$ cat config.mk
export PLATFORM = sky130hd
export DESIGN_NAME = tlbl_slot
export DESIGN_NICKNAME = d
export VERILOG_FILES = /design/src/rtl/tree_lca_binary_lifting_top_assert.svh /design/src/rtl/tlbl_pkg.sv /design/src/rtl/tlbl_slot.sv
export SDC_FILE = /design/constraint.sdc
export NUM_CORES = 1
export LEC_CHECK = 0
export BUFFER_PORTS_ARGS = -buffer_cell sky130_fd_sc_hd__buf_4
export CORE_MARGIN = 5
export CORE_UTILIZATION = 30
export CTS_BUF_LIST = sky130_fd_sc_hd__clkbuf_4 sky130_fd_sc_hd__clkbuf_8 sky130_fd_sc_hd__clkbuf_16
export DETAILED_ROUTE_END_ITERATION = 16
export SLEW_MARGIN = 20
export SYNTH_ARGS = -nofsm -noshare
export SYNTH_HDL_FRONTEND = slang
export SYNTH_SLANG_ARGS = --single-unit
$ cat constraint.sdc
create_clock -name clk_i -period 0.8 [get_ports clk_i]
set_input_delay 0.04 -clock clk_i [delete_from_list [all_inputs] [get_ports clk_i]]
set_output_delay 0.04 -clock clk_i [all_outputs]
set_load 0.01 [all_outputs]
$ cat src/rtl/tree_lca_binary_lifting_top_assert.svh
// ----------------------------------------------------------------------------
// Assertion macros for the lowest common ancestor block
// Clocked concurrent assertions that are disabled while reset is active.
// ----------------------------------------------------------------------------
`ifndef TREE_LCA_BINARY_LIFTING_TOP_ASSERT_SVH
`define TREE_LCA_BINARY_LIFTING_TOP_ASSERT_SVH

// Assertion on an explicit clock and active-low reset.
`define TLBL_ASSERT_CR(label, clk, rst_n, prop, msg) \
  label: assert property (@(posedge clk) disable iff (!rst_n) prop) else $error(msg);

// Assertion on the block clock and reset.
`define TLBL_ASSERT(label, prop, msg) \
  `TLBL_ASSERT_CR(label, clk_i, rst_ni, prop, msg)

`endif

$ cat src/rtl/tlbl_pkg.sv
// ----------------------------------------------------------------------------
// tlbl_pkg
// Shared widths and codes of the lowest common ancestor block.
// ----------------------------------------------------------------------------
package tlbl_pkg;

  localparam int unsigned ID_W = 16;

  typedef enum logic {
    KIND_INSERT = 1'b0,
    KIND_QUERY  = 1'b1
  } kind_e;

endpackage

$ cat src/rtl/tlbl_slot.sv
// ----------------------------------------------------------------------------
// tlbl_slot
// Two-stage pipeline that maps a node id to its store slot, the id modulo
// NODE_COUNT, by a reciprocal multiply and a back multiply.
// ----------------------------------------------------------------------------
module tlbl_slot import tlbl_pkg::*; #(
  parameter int unsigned NODE_COUNT = 65536
) (
  input  logic                          clk_i,
  input  logic [ID_W-1:0]               id_i,
  output logic [$clog2(NODE_COUNT)-1:0] slot_o
);

  localparam int unsigned SLOT_W = $clog2(NODE_COUNT);
  localparam int unsigned SHIFT  = ID_W + SLOT_W;
  localparam longint unsigned RECIP =
      ((64'd1 << SHIFT) + 64'(NODE_COUNT) - 64'd1) / 64'(NODE_COUNT);
  localparam int unsigned MUL_W  = $clog2(RECIP + 64'd1);
  localparam int unsigned PROD_W = ID_W + MUL_W;
  localparam longint unsigned N_CLAMP =
      (64'(NODE_COUNT) > (64'd1 << ID_W)) ? (64'd1 << ID_W) : 64'(NODE_COUNT);

  logic [PROD_W-1:0] prod_d, prod_q;
  logic [ID_W-1:0]   id_q;
  logic [PROD_W-1:0] quot_full;
  logic [ID_W-1:0]   quot;
  logic [2*ID_W:0]   back_full;
  logic [ID_W-1:0]   rem;
  logic [SLOT_W-1:0] slot_d, slot_q;

  assign prod_d    = PROD_W'(id_i) * PROD_W'(RECIP);
  assign quot_full = prod_q >> SHIFT;
  assign quot      = quot_full[ID_W-1:0];
  assign back_full = {(ID_W+1)'(0), quot} * (2*ID_W+1)'(N_CLAMP);
  assign rem       = id_q - back_full[ID_W-1:0];
  assign slot_d    = SLOT_W'(rem);

  always_ff @(posedge clk_i) begin
    prod_q <= prod_d;
    id_q   <= id_i;
    slot_q <= slot_d;
  end

  assign slot_o = slot_q;

endmodule

# After elaboration in Yosys (flattened, before gate mapping)
# Index checks and enable logic that the tools add are counted.
word_totals:
  register_bits: 32
  in_bits: 17
  out_inout_bits: 16
  elab_cells: 2

# Logic depth before layout (Yosys ltp)
# Gate-level depths: netlist of the first run.
depth:
  depth_word: 0
  depth_mapped: 0
  mapped_depth_nobuf: 0

# Worst setup path before layout of the first run
# OpenSTA, ideal clock, no wires.
synth_path:
  path_kind: "register to register"
  startpoint: "register id_q[0]"
  endpoint: "register slot_q[0] (netlist: slot_o[0])"
  setup_ns: 0.111
  arrival_time_ns: 0.269
  required_time_ns: 0.689
  path_slack_ns: 0.420
  stages_incl_launch_ff: 1
  n_path_buf: 0
  period_less_slack_ns: 0.380
  path_cell_list: "dfxtp_1"
synth_rtl:
  columns: ["item", "line_no", "text"]
  rows:
  - ["start, declared", "tlbl_slot.sv:24", "logic [ID_W-1:0] id_q;"]
  - ["start signal, assigned", "tlbl_slot.sv:40", "id_q <= id_i;"]
  - ["end signal, assigned", "tlbl_slot.sv:41", "slot_q <= slot_d;"]
  - ["end, declared", "tlbl_slot.sv:29", "logic [SLOT_W-1:0] slot_d, slot_q;"]
# No word-level cell between the ends.

# Worst setup path in the final report of the first run
layout_path:
  startpoint: "register slot_q[11] (netlist: slot_o[11])"
  endpoint: "output port slot_o[11]"
layout_rtl:
  columns: ["item", "line_no", "text"]
  rows:
  - ["end, declared", "tlbl_slot.sv:11", "output logic [$clog2(NODE_COUNT)-1:0] slot_o"]
# No word-level cell between the ends.

==> run metrics, run 1 <==
hold_ws=0.3291 ns; vias per cell=3.640; Hold WC Path Type=flop to flop; IO buf count=32; f_max=1.268 GHz; Die W=56.21 um; Mapped Avg Cell Area=20.02 um2; CTS sink count=32; post-synth cell types=1; Layout Nets=104; Setup CP Type=flop to output port; CTS max path bufs=2; Congestion Overflow GR=0; Critical Path Slowest Stage Cell=dfxtp_2; die area=3160 um2; Buf/Inv on CP=1; I/O Pins=33; status=finished clean; CTS Buf Count=5; flops & latches, synth=32; share of the synthesized area in the top cell type=100.0%; R2R Path Start=id_q[13]; Post-Syn Instances=32; area of the multi-input gates=0 um2; Final Critical Period=0.7884 ns; ratio of cells with drive above 1 in the final layout=62.07%; std cell rows=16; fin util=60.88%; drt total wl=1143 um; slew margin rel.=94.43%; reg-to-reg slack, setup=0.39 ns; number of H-tree levels=2; final setup violating endpoints=0; worst-case reg-to-reg path depth=0; GP Congestion=0.6537; Critical Path RT=0.76 ns; final worst slack=0.01155 ns; Vias=415; Routed Antenna Nets=0; multi-input gate count=0; RSZ-0062 raised after global routing=true; Comb power frac=7.9%; CTS tree=built; Worst setup EP type=output port; Power Density=2376 nW/um2; total iterations of the first detailed-routing run=2; n_diodes=0; leakage power=0.5480 nW; pre-CTS setup slack=0.3429 ns; vias in the first global route=432; Mapped Area=640.6 um2; Pint=2.356 mW; Tot GR Track Use=8.301%; Arr. time, crit path=0.75 ns; hold path startpoint=id_q[14]; worst-path cell chain=buf_6; Seq/Total Area, Yosys=100.0%; CP max stage delay=0.33 ns; Skew-Pair Late Insertion Delay=0.31 ns; main area contributors after synthesis=dfxtp_1 100%; Net Sw Frac=18.63%; Setup Skew=0.001278 ns; WL/cell=10.03 um; Final Hold Viols=0; initial antenna violation count=0; Core Area=2002 um2; post-CTS setup buffer count=0; Synth-to-Final Area Change=90.23%; first-pass GRT wire length=1773 um; crit path from=slot_o[11]; P_sw=0.5394 mW; clock network power share=32.9%; crit-path leading delay family=flip-flops; Initial Util=32.00%; Synth area leader=dfxtp_1; slew of the pin with the lowest slew margin=0.08353 ns; Hold Path Depth=0; CP Launch Type=flop; largest net degree at the start of global routing=10; Hold EP=slot_o[14]; crit-path max FO=1; r2r endpoint=slot_o[13]; DRC Markers=0; clock-pin slew on the worst setup and hold paths=0.08 ns; Max-Cap Viols=0; Die Y=56.21 um; TNS Setup=0 ns; Syn Nets=49; CTS Root Cell=clkbuf_4; yosys warns=0; number of DRC markers in iteration 0=7; Max IR drop VDD=1.644 mV; Seq pwr share=59.2%; Slew Viols, Final=0; fin crit share=98.56%
metal layers:
| layer | vias to the layer above | track usage [%] | wire (um) |
|---|---|---|---|
| met1 | 185 | 5.974 | 355 |
| met3 | 0 | 8.353 | 154 |
| li1 | 205 | - | - |
| met4 | 0 | 5.085 | 0 |
| met2 | 25 | 13.36 | 634 |
| met5 | - | 0 | 0 |
power by group through the flow:
stage	Clock, mW	Combinational (mW)	Sequential, mW
6_report	0.952	0.230	1.71
5_1_grt	1.07	0.245	1.72
4_1_cts	1.00	0.231	1.71
3_5_place_dp	0	0.144	1.73
3_3_place_gp	0	0.144	1.73
2_1_floorplan	0	0	1.75
logic make-up after synthesis:
kind of cell / count (synthesis) / share of synthesized area [%]
flip-flops: 32 / 100.0
area by class of cell:
class                   instances  area, um2
fillers                       160      783.3
flip-flops and latches         32      659.4
repair buffers                 48      460.4
clock buffers                   7      65.06
well taps                      27      33.78
how the worst max path moves through the flow:
stage                      end  slack [ns]  cells after the start
detailed placement   slot_o[5]        0.34                      1
global placement     slot_o[6]        0.35                      1
finish              slot_o[11]        0.01                      1
CTS                  slot_o[7]       -0.01                      1
global route        slot_o[11]       -0.04                      1
floorplan            slot_o[0]        0.42                      0
per-stage QoR:
step	cells	area, um2	total power, mW
finish	114	1219	2.896
global route	114	1219	3.034
CTS	114	1209	2.942
detailed placement	91	914.6	1.878
global placement	91	914.6	1.875
floorplan	32	640.6	1.754
synth_stat cells:
cell and instances:
dfxtp_1 32
placed cells by master, fill, tap and decap left out:
cell,instances
dfxtp_2,15
buf_4,16
clkbuf_4,5
buf_6,16
dfxtp_1,17
clkbuf_8,2
dlygate4sd3_1,16
registers in the layout, summed over array words and instances, names as in the netlist:
name	cells
id_q	16
slot_o	16
timing repair:
item                                   4_1_cts  5_1_grt
endpoints found under the hold margin       16        0
setup endpoints to repair                   16       16
hold buffers                                16        0
resized for setup                           23        8
Note: power is estimated with default switching activity, not from simulation.
==> run 2, diff against run 1 <==
PLACE_DENSITY = 0.61   (was not set)
==> run 2 against run 1 <==
Hold slack gained 0.00066 ns. Via count is the same. Global-route usage grew 1.1 points. Cell count is the same. Die area is the same. Critical path depth is the same. Non-clock buffer count is the same. Routed wire length grew 9.9%. Total power grew 0.38%. Sequential share of layout area is the same. Sequential power is essentially flat. Combinational power is essentially flat. Critical path type unchanged. Critical endpoint is now slot_o[10].
==> run metrics, run 2 (synthesized netlist as in run 1, its figures left out) <==
highest-count cells in the layout ignoring fill and taps=17 x dfxtp_1, 16 x dlygate4sd3_1, 16 x buf_4, 16 x buf_6, 15 x dfxtp_2; design area=1219 um2; Layout Nets=104; Hold Path Depth=0; Critical Path Slowest Stage Cell=dfxtp_2; clock-pin slew on the worst setup and hold paths=0.09 ns; busiest layer in global routing=met2; CP Launch Type=flop; Arr. time, crit path=0.75 ns; R2R Path Start=id_q[0]; RSZ-0062 raised after global routing=true; Worst setup EP type=output port; r2r endpoint=slot_o[0]; worst-case reg-to-reg path depth=0; first-pass GRT wire length=2035 um; GR Layer Usage met2=16.69%; CTS Buf Count=5; IO buf count=32; I/O Pins=33; vias per cell=3.640; std cell rows=16; Hold WC Path Type=flop to flop; vias in the first global route=440; area of the multi-input gates=0 um2; initial antenna violation count=0; Buf/Inv on CP=1; reg-to-reg slack, setup=0.39 ns; Placed Area=914.6 um2; Tot Pwr=2.907 mW; Initial Util=32.00%; number of DRC markers in iteration 0=2; Final Critical Period=0.7882 ns; WP depth=1; worst-path cell chain=buf_6; CTS max path bufs=2; Critical Path RT=0.76 ns; Setup CP Type=flop to output port; Die W=56.21 um; commonest non-fill, non-tap cell in the layout=dfxtp_1; crit-path max FO=1; crit-path leading delay family=flip-flops; Max-Cap Viols=0; total iterations of the first detailed-routing run=2; number of H-tree levels=2; WL/cell=11.02 um; Inst Count DP=91; drt total wl=1256 um; CP max stage delay=0.32 ns; Synth-to-Final Area Change=90.23%; crit path from=slot_o[10]; CTS tree=built; fin util=60.88%; Power Density=2385 nW/um2; Slew Viols, Final=0; leakage power=0.5480 nW; hold_ws=0.3297 ns; fin crit share=98.52%; slew of the pin with the lowest slew margin=0.08840 ns; status=finished clean; Die Y=56.21 um; multi-input gate count=0; Final Hold Viols=0; Max IR drop VDD=1.186 mV; hold path startpoint=id_q[13]; largest net degree at the start of global routing=10; Skew-Pair Late Insertion Delay=0.31 ns; die area=3160 um2; f_max=1.269 GHz; DRC Markers=0; Hold EP=slot_o[13]; met3 Use GR=7.425%; M1 GR Usage=6.571%; Core Area=2002 um2; n_diodes=0; CTS Root Cell=clkbuf_4; Congestion Overflow GR=0; Routed Antenna Nets=0; slew margin rel.=94.11%; Setup Skew=0.003969 ns; CTS sink count=32; Vias=415; ratio of cells with drive above 1 in the final layout=62.07%; final setup violating endpoints=0; GP Congestion=0.5855; post-route insts no fill=114; Tot GR Track Use=9.419%
==> run 2: metrics by stage <==
stage               setup TNS (ns)  setup WS [ns]
floorplan                        0         0.4200
global placement                 0         0.3482
detailed placement               0         0.3420
CTS                       -0.03969      -0.005365
global route               -0.5465       -0.04754
finish                           0        0.01180
==> run 2: repair_timing <==
| action | CTS | global route |
|---|---|---|
| buffers inserted | 0 | 0 |
| hold buffers | 16 | 0 |
| endpoints found under the setup margin | 14 | 16 |
| resized for setup | 25 | 6 |
| pin swaps | 0 | 0 |
| hold endpoints to repair | 16 | 0 |
==> run 2: worst max path at each step <==
| stage | end | slack, ns |
|---|---|---|
| CTS | slot_o[3] | -0.005 |
| detailed placement | slot_o[12] | 0.34 |
| finish | slot_o[10] | 0.01 |
| floorplan | slot_o[0] | 0.42 |
| global route | slot_o[12] | -0.05 |
| global placement | slot_o[12] | 0.35 |
==> run 2: cell type report <==
class	instances	area, um2
fillers	162	783.3
flip-flops and latches	32	659.4
repair buffers	48	460.4
clock buffers	7	65.06
well taps	27	33.78
==> run 2: routing by layer <==
metal | routed length [um] | vias up
met5 | 0 | -
met2 | 751 | 22
met3 | 150 | 3
met4 | 16 | 0
met1 | 338 | 185
li1 | - | 205
==> run 2: power breakdown <==
group / switching, mW / internal [mW]
combinational: 0.0596 / 0.174
sequential: 0.0271 / 1.69
clock: 0.463 / 0.498
==> run 3, diff against run 2 <==
PLACE_DENSITY = not set   (was 0.61)
PLACE_DENSITY_LB_ADDON = 0.15   (was not set)
clock period = 0.87 ns   (was 0.8 ns; I/O delays follow)
==> run 3 against run 2 <==
Global-route usage down 1.7 points. Register-to-register slack better by 0.08 ns. First-iteration DRC count rose by 50%. Die area unchanged. Worst setup slack better by 0.065 ns. Sequential cell count unchanged. Critical path depth is the same. Via count shrank 2.4%. Cell count increased by 0.88%. Clock power fell by 9.2%. Largest cell class unchanged.
==> run metrics, run 3 (synthesized netlist as in run 1, its figures left out) <==
Layout Nets=104; final setup violating endpoints=0; largest net degree at the start of global routing=10; vias per cell=3.522; crit path to=slot_o[6]; status=finished clean; Core Area=2002 um2; initial antenna violation count=0; highest-count cells in the layout ignoring fill and taps=32 x dfxtp_1, 32 x buf_4, 16 x dlygate4sd3_1; worst-case reg-to-reg path depth=0; GP Congestion=0.5780; worst-path cell chain=buf_4; CTS tree=built; first-pass GRT wire length=1690 um; die area=3160 um2; total iterations of the first detailed-routing run=2; Final Critical Period=0.7928 ns; std cell rows=16; area of the multi-input gates=0 um2; drt total wl=1064 um; CTS sink count=32; Die W=56.21 um; leakage power=0.5300 nW; reg-to-reg slack, setup=0.47 ns; cts hold-fix bufs=16; fin crit share=91.12%; f_max=1.261 GHz; slew margin rel.=94.52%; n_diodes=0; CTS Root Cell=clkbuf_4; busiest layer in global routing=met2; Skew-Pair Late Insertion Delay=0.31 ns; CP Launch Type=flop; Congestion Overflow GR=0; crit-path leading delay family=flip-flops; CTS Buf Count=5; CTS max path bufs=2; Worst setup EP type=output port; Tot GR Track Use=7.674%; DRC Markers=0; Max-Cap Viols=0; GR Layer Usage met2=12.85%; RSZ-0062 raised after global routing=false; number of DRC markers in iteration 0=3; vias in the first global route=414; number of H-tree levels=2; WL/cell=9.252 um; r2r endpoint=slot_o[2]; slew of the pin with the lowest slew margin=0.08224 ns; multi-input gate count=0; IO buf count=32; clock-pin slew on the worst setup and hold paths=0.08 ns; crit path from=slot_o[6]; cts repair resizes=0; M1 GR Usage=5.824%; Buf/Inv on CP=1; Hold WC Path Type=flop to flop; Setup Skew=0.002064 ns; Synth-to-Final Area Change=78.12%; crit-path max FO=1; CP max stage delay=0.31 ns; Critical Path Slowest Stage Cell=dfxtp_1; ratio of cells with drive above 1 in the final layout=45.45%; Setup CP Type=flop to output port; Die Y=56.21 um; design area=1141 um2; met3 Use GR=6.961%; Final Hold Viols=0; Critical Path RT=0.83 ns; WP depth=1; Slew Viols, Final=0; Vias=405; Filler cells=173; R2R Path Start=id_q[2]; Arr. time, crit path=0.75 ns; Placed Area=914.6 um2; Initial Util=32.00%; Max IR drop VDD=1.512 mV; TNS Setup=0 ns; I/O Pins=33; Routed Antenna Nets=0; post-CTS setup buffer count=0; Power Density=2296 nW/um2
[run 3: cell count changes in the layout (fill, tap and decap cells not counted), sizes merged]
cell / change
clkbuf: +1
[run 3: worst min-delay path by stage]
stage | startpoint | to | slack, ns | cells after the start
2_1_floorplan | id_i[0] | id_q[0] | 0.07 | 0
3_3_place_gp | id_i[6] | id_q[6] | 0.15 | 1
3_5_place_dp | id_i[5] | id_q[5] | 0.15 | 1
4_1_cts | id_q[11] | slot_o[11] | 0.33 | 0
5_1_grt | id_q[11] | slot_o[11] | 0.33 | 0
6_report | id_q[8] | slot_o[8] | 0.33 | 0
[run 3: through the flow]
step / utilization, % / worst slack, ns / total power [mW] / hold slack (ns) / instances
2_1_floorplan: - / 0.4900 / 1.613 / 0.07122 / 32
3_3_place_gp: 45.69 / 0.4137 / 1.724 / 0.1479 / 91
3_5_place_dp: 45.69 / 0.4136 / 1.728 / 0.1491 / 91
4_1_cts: 57.00 / 0.04936 / 2.672 / 0.3306 / 115
5_1_grt: 57.00 / 0.01469 / 2.751 / 0.3310 / 115
6_report: 57.00 / 0.07723 / 2.620 / 0.3308 / 115
[run 3: per-layer routing]
metal / vias up / wire length (um)
li1: 208 / -
met4: 0 / 8
met3: 2 / 140
met2: 21 / 586
met5: - / 0
met1: 174 / 329
[run 3: final cells by class]
type	count	area, um2	area share, %
clock buffers	8	66.31	5.811
well taps	27	33.78	2.961
flip-flops and latches	32	640.6	56.14
repair buffers	48	400.4	35.09
[run 3: power by group]
part	switching, mW	total (mW)	internal (mW)
registers	0.0160	1.56	1.54
logic	0.0530	0.189	0.136
clock network	0.412	0.873	0.461
